**config.mk**
```make
export PLATFORM = sky130hd
export DESIGN_NAME = dur_step
export DESIGN_NICKNAME = d
export VERILOG_FILES = /design/src/dur_pkg.sv /design/src/dur_step.sv
export SDC_FILE = /design/constraint.sdc
export NUM_CORES = 1
export LEC_CHECK = 0
export ABC_AREA = 1
export ABC_CLOCK_PERIOD_IN_PS = 4400
export BUFFER_PORTS_ARGS = -buffer_cell sky130_fd_sc_hd__buf_2
export CORE_AREA = 2 2 120 122
export DETAILED_ROUTE_END_ITERATION = 10
export DIE_AREA = 0 0 122 124
export PLACE_DENSITY = 0.68
export SLEW_MARGIN = 5
export SYNTH_ARGS = -nofsm -noshare
export SYNTH_HDL_FRONTEND = slang
export SYNTH_SLANG_ARGS = --single-unit
```
**constraint.sdc**
```tcl
create_clock -name vclk -period 4.4
set_input_delay 0.66 -clock vclk [all_inputs]
set_output_delay 0.66 -clock vclk [all_outputs]
set_load 0.05 [all_outputs]
```
**src/dur_pkg.sv**
```systemverilog
// Package for the dual UART register model: item, result and state types,
// register addresses, command codes and bit masks.
// No dependencies; used by dur_step and dual_uart_register_model.
package dur_pkg;

	// Event kinds carried by one input beat.
	typedef enum logic [1:0] {
		OP_WRITE = 2'd0,
		OP_READ  = 2'd1,
		OP_PIN   = 2'd2,
		OP_OFFER = 2'd3
	} opcode_t;

	// Register addresses.
	localparam logic [3:0] ADDR_MODE_A = 4'd0;
	localparam logic [3:0] ADDR_STAT_A = 4'd1;
	localparam logic [3:0] ADDR_CMD_A  = 4'd2;
	localparam logic [3:0] ADDR_BUF_A  = 4'd3;
	localparam logic [3:0] ADDR_AUX    = 4'd4;
	localparam logic [3:0] ADDR_IMR    = 4'd5;
	localparam logic [3:0] ADDR_MODE_B = 4'd8;
	localparam logic [3:0] ADDR_STAT_B = 4'd9;
	localparam logic [3:0] ADDR_CMD_B  = 4'd10;
	localparam logic [3:0] ADDR_BUF_B  = 4'd11;
	localparam logic [3:0] ADDR_OPCR   = 4'd13;
	localparam logic [3:0] ADDR_SOPR   = 4'd14;
	localparam logic [3:0] ADDR_ROPR   = 4'd15;

	// Miscellaneous command codes in bits 6:4 of a command write.
	localparam logic [2:0] CMD_RST_PTR = 3'd1;
	localparam logic [2:0] CMD_RST_RX  = 3'd2;
	localparam logic [2:0] CMD_RST_TX  = 3'd3;
	localparam logic [2:0] CMD_CLR_ERR = 3'd4;

	// Local loop mode code in bits 7:6 of the second mode register.
	localparam logic [1:0] MODE_LOCAL_LOOP = 2'd2;

	// Status and interrupt masks.
	localparam logic [7:0] STAT_RXRDY   = 8'h01;
	localparam logic [7:0] STAT_TXRDY   = 8'h04;
	localparam logic [7:0] STAT_TX_BITS = 8'h0c;
	localparam logic [7:0] STAT_ERR     = 8'h70;
	localparam logic [7:0] OPCR_TX_MASK = 8'hc0;
	localparam logic [7:0] OPCR_RX_MASK = 8'h30;
	localparam logic [7:0] ISR_IPC      = 8'h80;
	localparam logic [7:0] PCR_LEVELS   = 8'h0f;
	localparam logic [7:0] PCR_DELTAS   = 8'hf0;
	localparam logic [7:0] PCR_DELTA_0  = 8'h10;

	// One input beat.
	typedef struct packed {
		opcode_t     opcode;
		logic [3:0]  reg_addr;
		logic [7:0]  write_data;
		logic [1:0]  pin_index;
		logic        pin_level;
		logic        rx_port;
		logic [7:0]  rx_char;
	} item_t;

	// One result beat.
	typedef struct packed {
		logic [15:0] read_data;
		logic        tx_valid;
		logic        tx_port;
		logic [7:0]  tx_char;
		logic        char_taken;
		logic        irq;
		logic        out_port_valid;
		logic [7:0]  out_port;
	} result_t;

	// Architectural state of both channels and the shared registers.
	typedef struct packed {
		logic [3:0][7:0] mode_store;
		logic [1:0]      mode_pointer;
		logic [1:0]      rx_enable;
		logic [1:0]      tx_enable;
		logic [1:0][7:0] chan_status;
		logic [1:0][7:0] rx_holding;
		logic [7:0]      int_status;
		logic [7:0]      int_mask;
		logic [7:0]      aux_control;
		logic [7:0]      outport_config;
		logic [3:0]      input_pins;
		logic [7:0]      pin_change;
		logic [7:0]      outport_bits;
		logic            irq_level;
	} state_t;

endpackage

```
**src/dur_step.sv**
```systemverilog
// Combinational update for one event: next state and the result beat.
// Depends on dur_pkg for the item, result and state types and constants.
module dur_step import dur_pkg::*; (
	input  state_t  st,
	input  item_t   item,
	output state_t  nx,
	output result_t res
);

	logic       ch;
	logic [1:0] midx;
	logic       taken;
	logic       drive;
	logic [7:0] pval;
	logic [3:0] pbit;
	logic [3:0] pnew;

	// Interrupt status bits of each channel.
	function automatic logic [7:0] f_rx_bit(input logic c);
		return c ? 8'h20 : 8'h02;
	endfunction

	function automatic logic [7:0] f_tx_bit(input logic c);
		return c ? 8'h10 : 8'h01;
	endfunction

	// Output port: the top four bits can show interrupt status, then all inverted.
	function automatic logic [7:0] f_port(input state_t s);
		logic [7:0] t;
		t = s.outport_bits;
		if (s.outport_config[7]) t[7] = s.int_status[4];
		if (s.outport_config[6]) t[6] = s.int_status[0];
		if (s.outport_config[5]) t[5] = s.int_status[5];
		if (s.outport_config[4]) t[4] = s.int_status[1];
		return ~t;
	endfunction

	// Receiver status refresh with an optional character offer.
	function automatic state_t f_rx(input state_t s, input logic offer, input logic och,
			input logic [7:0] c, output logic tk);
		state_t r;
		r = s;
		tk = 1'b0;
		for (int i = 0; i < 2; i++) begin
			if (r.rx_enable[i]) begin
				if (!r.chan_status[i][0]) begin
					if (offer && (och == 1'(i))) begin
						r.rx_holding[i] = c;
						r.chan_status[i] = r.chan_status[i] | STAT_RXRDY;
						r.int_status = r.int_status | f_rx_bit(1'(i));
						tk = 1'b1;
					end else begin
						r.int_status = r.int_status & ~f_rx_bit(1'(i));
					end
				end
			end else begin
				r.chan_status[i] = r.chan_status[i] & ~STAT_RXRDY;
				r.int_status = r.int_status & ~f_rx_bit(1'(i));
			end
		end
		r.irq_level = (r.int_status & r.int_mask) != 8'h00;
		return r;
	endfunction

	// Transmitter status refresh from the enable bits.
	function automatic state_t f_tx(input state_t s);
		state_t r;
		r = s;
		for (int i = 0; i < 2; i++) begin
			if (r.tx_enable[i]) begin
				r.chan_status[i] = r.chan_status[i] | STAT_TX_BITS;
				r.int_status = r.int_status | f_tx_bit(1'(i));
			end else begin
				r.chan_status[i] = r.chan_status[i] & ~STAT_TX_BITS;
				r.int_status = r.int_status & ~f_tx_bit(1'(i));
			end
		end
		r.irq_level = (r.int_status & r.int_mask) != 8'h00;
		return r;
	endfunction

	// Event decode and state update, in the order the registers see it.
	always_comb begin
		nx = st;
		res = '0;
		taken = 1'b0;
		drive = 1'b0;
		pval = 8'h00;
		ch = item.reg_addr[3];
		midx = {ch, st.mode_pointer[ch]};
		pbit = 4'b0001 << item.pin_index;
		pnew = (st.input_pins & ~pbit) | (item.pin_level ? pbit : 4'b0000);
		case (item.opcode)
			OP_WRITE: begin
				case (item.reg_addr)
					ADDR_MODE_A, ADDR_MODE_B: begin
						nx.mode_store[midx] = item.write_data;
						nx.mode_pointer[ch] = ~st.mode_pointer[ch];
					end
					ADDR_CMD_A, ADDR_CMD_B: begin
						if (item.write_data[2]) nx.tx_enable[ch] = 1'b1;
						else if (item.write_data[3]) nx.tx_enable[ch] = 1'b0;
						if (item.write_data[0]) nx.rx_enable[ch] = 1'b1;
						else if (item.write_data[1]) nx.rx_enable[ch] = 1'b0;
						case (item.write_data[6:4])
							CMD_RST_PTR: nx.mode_pointer[ch] = 1'b0;
							CMD_RST_RX: begin
								nx.rx_enable[ch] = 1'b0;
								nx.chan_status[ch] = nx.chan_status[ch] & ~STAT_RXRDY;
							end
							CMD_RST_TX: nx.chan_status[ch] = nx.chan_status[ch] & ~STAT_TXRDY;
							CMD_CLR_ERR: nx.chan_status[ch] = nx.chan_status[ch] & ~STAT_ERR;
							default: ;
						endcase
						nx = f_rx(nx, 1'b0, 1'b0, 8'h00, taken);
						if ((nx.outport_config & OPCR_RX_MASK) != 8'h00) begin
							drive = 1'b1;
							pval = f_port(nx);
						end
						nx = f_tx(nx);
						if ((nx.outport_config & OPCR_TX_MASK) != 8'h00) begin
							drive = 1'b1;
							pval = f_port(nx);
						end
					end
					ADDR_BUF_A, ADDR_BUF_B: begin
						if (st.mode_store[{ch, 1'b1}][7:6] == MODE_LOCAL_LOOP) begin
							nx.rx_holding[ch] = item.write_data;
							nx.chan_status[ch] = nx.chan_status[ch] | STAT_RXRDY;
							nx.int_status = nx.int_status | f_rx_bit(ch);
						end else begin
							res.tx_valid = 1'b1;
							res.tx_port = ch;
							res.tx_char = item.write_data;
						end
						nx = f_tx(nx);
						if ((nx.outport_config & OPCR_TX_MASK) != 8'h00) begin
							drive = 1'b1;
							pval = f_port(nx);
						end
					end
					ADDR_AUX: nx.aux_control = item.write_data;
					ADDR_IMR: nx.int_mask = item.write_data;
					ADDR_OPCR: nx.outport_config = item.write_data;
					ADDR_SOPR: begin
						nx.outport_bits = st.outport_bits | item.write_data;
						drive = 1'b1;
						pval = f_port(nx);
					end
					ADDR_ROPR: begin
						nx.outport_bits = st.outport_bits & ~item.write_data;
						drive = 1'b1;
						pval = f_port(nx);
					end
					default: ;
				endcase
			end
			OP_READ: begin
				case (item.reg_addr)
					ADDR_MODE_A, ADDR_MODE_B: begin
						res.read_data = {8'h00, st.mode_store[midx]};
						nx.mode_pointer[ch] = ~st.mode_pointer[ch];
					end
					ADDR_STAT_A, ADDR_STAT_B: res.read_data = {8'h00, st.chan_status[ch]};
					ADDR_BUF_A, ADDR_BUF_B: begin
						res.read_data = {st.chan_status[ch], st.rx_holding[ch]};
						nx.chan_status[ch] = nx.chan_status[ch] & ~STAT_RXRDY;
						nx.int_status = nx.int_status & ~f_rx_bit(ch);
						nx = f_rx(nx, 1'b0, 1'b0, 8'h00, taken);
						if ((nx.outport_config & OPCR_RX_MASK) != 8'h00) begin
							drive = 1'b1;
							pval = f_port(nx);
						end
					end
					ADDR_AUX: begin
						res.read_data = {8'h00, st.pin_change};
						nx.pin_change = st.pin_change & PCR_LEVELS;
						nx.int_status = nx.int_status & ~ISR_IPC;
						nx = f_rx(nx, 1'b0, 1'b0, 8'h00, taken);
						if ((nx.outport_config & OPCR_RX_MASK) != 8'h00) begin
							drive = 1'b1;
							pval = f_port(nx);
						end
					end
					ADDR_IMR: res.read_data = {8'h00, st.int_status};
					ADDR_OPCR: res.read_data = {12'h000, st.input_pins};
					default: ;
				endcase
			end
			OP_PIN: begin
				// A real level change latches the levels and the delta bit.
				if (pnew != st.input_pins) begin
					nx.pin_change = (st.pin_change & PCR_DELTAS) | {4'h0, pnew}
						| (PCR_DELTA_0 << item.pin_index);
					if ((st.aux_control[3:0] & pbit) != 4'h0)
						nx.int_status = nx.int_status | ISR_IPC;
				end
				nx.input_pins = pnew;
			end
			OP_OFFER: begin
				nx = f_rx(st, 1'b1, item.rx_port, item.rx_char, taken);
				if ((nx.outport_config & OPCR_RX_MASK) != 8'h00) begin
					drive = 1'b1;
					pval = f_port(nx);
				end
			end
			default: ;
		endcase
		res.char_taken = taken;
		res.irq = nx.irq_level;
		res.out_port_valid = drive;
		res.out_port = pval;
	end

endmodule

```
==> run metrics, run 1 <==
status finished clean; Max Freq around 280 MHz; setup bufs post-CTS 0; VDD IR max a little under 0.0001 V; post-synth cell types 45; Critical Path Start Type primary input; register area 0 µm²; Post-Syn Area per Cell roughly 4.8 µm²; CP max-delay cell inv_1; Die Area 15100 µm²; Crit. path cell count 7; largest net degree at the start of global routing 34; minimum clock period 3.59 ns; Worst Hold Class primary input to primary output; relative slew slack around half; Cell Pwr Density approximately 170 nW/µm²; vias in the first global route between 6k and 7k; Lkg Pwr between 3 and 4 nW; drt initial violations 870; post-route ant nets 0; Required @ worst endpoint 3.74 ns; CP peak stage delay roughly 0.42 ns; Yosys top cell area share around a fifth; die width about 120 µm; GRT Overall Usage about a third; # IOs 309; DIE HEIGHT 124 µm; Yosys warning count 0; DP HPWL roughly 23 mm; Post-Syn Instances 954; largest cells by area after synthesis nand2_1 19%, o21ai_0 16%, inv_1 13%, a21oi_1 7.9%, nor2_1 6.9%; Post-CTS Hold Fix Bufs 0; kind of critical path primary input to primary output; Max Cap Viol 0; Syn-to-layout area delta 36.6%; fillcell total between 1.5k and 2k; CP max FO 33; endpoints failing hold 0; Worst EP arrival just under 3 ns; # resized after CTS 0; first-pass GRT wire length between 40 and 50 mm; drt pass-1 iters 6; Final nets 1387; clock buffers 0; worst-margin pin slew about 0.75 ns; most frequent cell on the critical path buf_2; Critical Path Source item[23]; Synth Cell Area 4580 µm²; GPL Wtd Cong approximately 1.0; sequential cell count 0; period utilization around four fifths; Vias/cell between 5 and 6; # setup viols final 0; I/O Buffers 309; Core ar. between 10000 and 15000 µm²; non-filler cells, final 1410; sum of buffers and inverters on the critical path 3; FP Rows between 40 and 50; synthesized net count 1110; DRC violations left 0; via count around 8k; share of cells above drive strength 1 between 20% and 30%; Initial Util between 30% and 40%; initial antenna violation count 0; Setup crit end kind primary output; Final Cell Area about 6300 µm²; placed insts between 1k and 1.5k; CP top delay family buffers and inverters; WL final approximately 28 mm; Setup TNS 0 ns; worst path cell trace buf_2 > nor2_4 > nand2_2 > inv_1 > nand2_1 > o21ai_0 > buf_2; Max Slew Vio Count 0; grt total ovfl 0; RSZ-0062 raised after global routing no; routed len/inst between 15 and 20 µm; end of the critical path nx[35]; area leader, netlist nand2_1; hold slack final around 1.7 ns; register area share after synthesis 0%; Post-DP Area 6260 µm²
metrics by stage:
step / utilization (%) / worst slack, ns / total power, W
CTS: 45.6 / 0.936 / 0.00103
detailed placement: 45.6 / 0.903 / 0.00103
global placement: 45.6 / 0.894 / 0.00103
global route: 45.6 / 0.653 / 0.00110
finish: 45.6 / 0.811 / 0.00105
floorplan: - / 0.562 / 0.000706
cells in the mapped netlist (3+ instances only):
library cell and n:
buf_2 10, ha_1 7, clkbuf_1 27, o221ai_1 5
or2_2 6, nor2_1 84, o22ai_1 44, buf_4 10
nand2_1 228, o41ai_1 3, a21oi_1 72, a22oi_1 7
nand3b_1 4, nor3_1 6, inv_1 163, a31oi_1 4
nor2_2 6, clkinv_1 6, o211ai_1 14, o31ai_1 8
nand4_1 17, o2111ai_1 7, o21ai_0 144, nand3_1 44
power by group:
group          leakage, nW  switching, W        total (W)      internal, W
clock network   0.00000634             0  0.0000000000304  0.0000000000304
registers                0             0                0                0
logic                 3.68      0.000797          0.00105         0.000248
total                 3.68      0.000797          0.00105         0.000248
layout by cell type, fill, tap and decap left out, types with 2 or more instances in the layout:
| cell type | n |
|---|---|
| buf_2 | 307 |
| nand2_1 | 228 |
| inv_1 | 163 |
| o21ai_0 | 144 |
| nor2_1 | 84 |
| a21oi_1 | 72 |
| nand3_1 | 44 |
| o22ai_1 | 44 |
| nand4_1 | 17 |
| o211ai_1 | 14 |
| buf_4 | 14 |
| o31ai_1 | 8 |
| a22oi_1 | 7 |
| o2111ai_1 | 7 |
| ha_1 | 7 |
| clkinv_1 | 6 |
| nor2_2 | 6 |
| nor3_1 | 6 |
| or2_2 | 6 |
| o221ai_1 | 5 |
| nand3b_1 | 4 |
| a31oi_1 | 4 |
| o41ai_1 | 3 |
| o21ai_1 | 2 |
| nand2_2 | 2 |
| nand3_4 | 2 |
| a21oi_2 | 2 |
| a21oi_4 | 2 |
| o21a_1 | 2 |
| a221oi_1 | 2 |
| buf_12 | 2 |
worst min path at each step:
stage,from,endpoint,slack (ns),cells after the start
2_1_floorplan,st[47],nx[47],1.49,1
6_report,st[51],nx[51],1.65,2
5_1_grt,st[51],nx[51],1.66,2
4_1_cts,st[51],nx[51],1.65,2
3_5_place_dp,st[51],nx[51],1.65,2
3_3_place_gp,st[51],nx[51],1.65,2
metal layers:
metal	vias to the layer above	global-route usage, %	part of all wire (%)
met4	0	13.1	4.5
met2	559	56.7	44
met3	81	4.26	11
li1	3761	-	-
met1	3542	47.1	41
met5	-	0	0
final cells by class:
type | count | area, µm² | area share, %
Inverter | 170 | 638 | 10.2
Timing Repair Buffer | 323 | 1680 | 26.9
Tap cell | 180 | 225 | 3.60
Multi-Input combinational cell | 736 | 3710 | 59.3
Antenna cell | 1 | 2.50 | 0.0400
logic make-up (layout without fill, tap and decap cells):
family / count (synthesis) / in the layout / synth area share, %
AND/OR/NAND/NOR: 403 / 403 / 37.5
AO/OA/AOI/OAI: 325 / 325 / 41.5
buffers and inverters: 218 / 493 / 19.0
adder cells (fa/ha/maj): 7 / 7 / 1.91
XOR/XNOR: 1 / 1 / 0.191
other: 0 / 1 / 0
Power figures use the tool's default switching activity.
==> run 2: changes to the inputs <==
--- a/config.mk
+++ b/config.mk
@@ -6,7 +6,7 @@
 export NUM_CORES = 1
 export LEC_CHECK = 0
 export ABC_AREA = 1
-export ABC_CLOCK_PERIOD_IN_PS = 4400
+export ABC_CLOCK_PERIOD_IN_PS = 3500
 export BUFFER_PORTS_ARGS = -buffer_cell sky130_fd_sc_hd__buf_2
 export CORE_AREA = 2 2 120 122
 export DETAILED_ROUTE_END_ITERATION = 10
==> constraint.sdc (replaced) <==
create_clock -name vclk -period 3.5
set_input_delay 0.525 -clock vclk [all_inputs]
set_output_delay 0.525 -clock vclk [all_outputs]
set_load 0.05 [all_outputs]
==> run 2 against run 1 <==
- hold slack worse by 0.27 ns
- largest cell class unchanged
- combinational power is 27% higher
- worst setup slack worse by 0.46 ns
==> run metrics, run 2 (synthesis results as in run 1) <==
Max Freq 318 MHz; first-pass GRT wire length 41.5 mm (was 40.7 mm); drt pass-1 iters 6 (unchanged); relative slew slack 41.5% (was 49.1%); largest net degree at the start of global routing 28 (was 34); Post-CTS Hold Fix Bufs 0 (unchanged); Core ar. 13700 µm² (unchanged); RSZ-0062 raised after global routing no (unchanged); setup bufs post-CTS 0 (unchanged); via count 8220 (was 7943); vias in the first global route 7302 (was 6992); FP Rows 43 (unchanged); routed len/inst 20.2 µm (was 20.0 µm); Setup TNS 0 ns (unchanged); CP peak stage delay 0.73 ns (was 0.42 ns); endpoints failing hold 0 (unchanged); Reg power frac 0% (about the same); Worst EP arrival 2.62 ns (was 2.93 ns); I/O Buffers 309 (unchanged); Sw Ratio 76.0% (was 76.2%); most frequent cells in the layout 306 x buf_2, 228 x nand2_1, 163 x inv_1 (was 307 x buf_2, 228 x nand2_1, 163 x inv_1); Comb pwr share 100.0% (about the same); post-layout util 46.2% (was 45.6%); Syn-to-layout area delta 38.4% (was 36.6%); met1 Use GR 47.5% (was 47.1%); # resized after CTS 0 (unchanged); Max Cap Viol 0 (unchanged); GRT Overall Usage 35.5% (was 34.9%); Initial Util 33.4% (unchanged); most common cell after layout, fill and taps aside buf_2 (unchanged); GPL Wtd Cong 1.02 (was 1.05); CP max-delay cell o41ai_1 (was inv_1); Setup crit end kind primary output (unchanged); VDD IR max 0.000124 V (was 0.0000964 V); DP HPWL 23.1 mm (was 22.6 mm); Vias/cell 5.79 (was 5.63); worst-margin pin slew 0.866 ns (was 0.754 ns); Required @ worst endpoint 2.97 ns (was 3.74 ns); Cell Pwr Density 210 nW/µm² (was 167 nW/µm²); clock buffers 0 (unchanged); Worst Hold Class primary input to primary output (unchanged); share of cells above drive strength 1 28.8% (was 28.2%); met2 Usage GRT 59.4% (was 56.7%); Die Area 15100 µm² (unchanged); minimum clock period around 3.1 ns; die width 122 µm (unchanged); register area 0 µm² (unchanged); status finished clean (unchanged); sequential cell count 0 (unchanged); worst path cell trace buf_2 > nand2_1 > nor2_1 > inv_1 > o41ai_1 > buf_12 (was buf_2 > nor2_4 > nand2_2 > inv_1 > nand2_1 > o21ai_0 > buf_2); multi-input logic area 3710 µm² (unchanged); internal power 0.000321 W (was 0.000248 W); period utilization between 80% and 90%; WL final 28.6 mm (was 28.2 mm); kind of critical path primary input to primary output (unchanged); Global Route met3 Usage 4.35% (was 4.26%); Psw 0.00101 W (was 0.000797 W); Final nets 1396 (was 1387); clock power share 0% (about the same); DIE HEIGHT 124 µm (unchanged); Critical Path Start Type primary input (unchanged); initial antenna violation count 0 (unchanged); # IOs 309 (unchanged); Max Slew Vio Count 0 (unchanged); GRT Max-Usage Layer met2 (unchanged); fillcell total 1621 (was 1634); DRC violations left 0 (unchanged); # setup viols final 0 (unchanged); post-route ant nets 0 (unchanged); Lkg Pwr 3.73 nW (was 3.68 nW); grt total ovfl 0 (unchanged); CP max FO 25 (was 33); drt initial violations 982 (was 870)
==> run 2: routing by layer <==
metal	wire length (µm)	share of wire, %
met1	11400	40
met2	12800	45
met3	3390	12
met4	981	3.4
met5	0	0
==> run 2: through the flow <==
stage	total power [W]	cell area (µm²)	hold slack [ns]	std cells	worst slack, ns
final	0.00133	6340	1.38	1419	0.355
after detailed placement	0.00131	6340	1.38	1418	0.415
after global routing	0.00140	6340	1.39	1418	0.185
after floorplan	0.000888	4580	1.22	954	-0.0681
after global placement	0.00131	6340	1.39	1418	0.367
after CTS	0.00131	6340	1.38	1418	0.400
==> run 2: area by class of cell <==
cell class                 instances  share of cell area (%)
antenna                            1                  0.0394
inverter                         170                    10.1
multi-input combinational        736                    58.5
tap                              180                    3.55
timing repair buffer             332                    27.8
==> run 2: power by group through the flow <==
stage	clock (W)	sequential, W	combinational [W]
6_report	0.0000000000382	0	0.00133
3_5_place_dp	0	0	0.00131
4_1_cts	0	0	0.00131
3_3_place_gp	0	0	0.00131
5_1_grt	0	0	0.00140
2_1_floorplan	0	0	0.000888
==> run 2: final timing paths <==
check  startpoint      to  slack, ns  depth (start not counted)
min        st[51]  nx[51]       1.38                          2
max      item[23]   nx[7]       0.36                          6
==> run 2: worst max-delay path: cells and delay by family <==
family,cells,cell delay [ns]
compound gates,1,0.73
buf+inv,3,0.80
simple gates,2,0.54
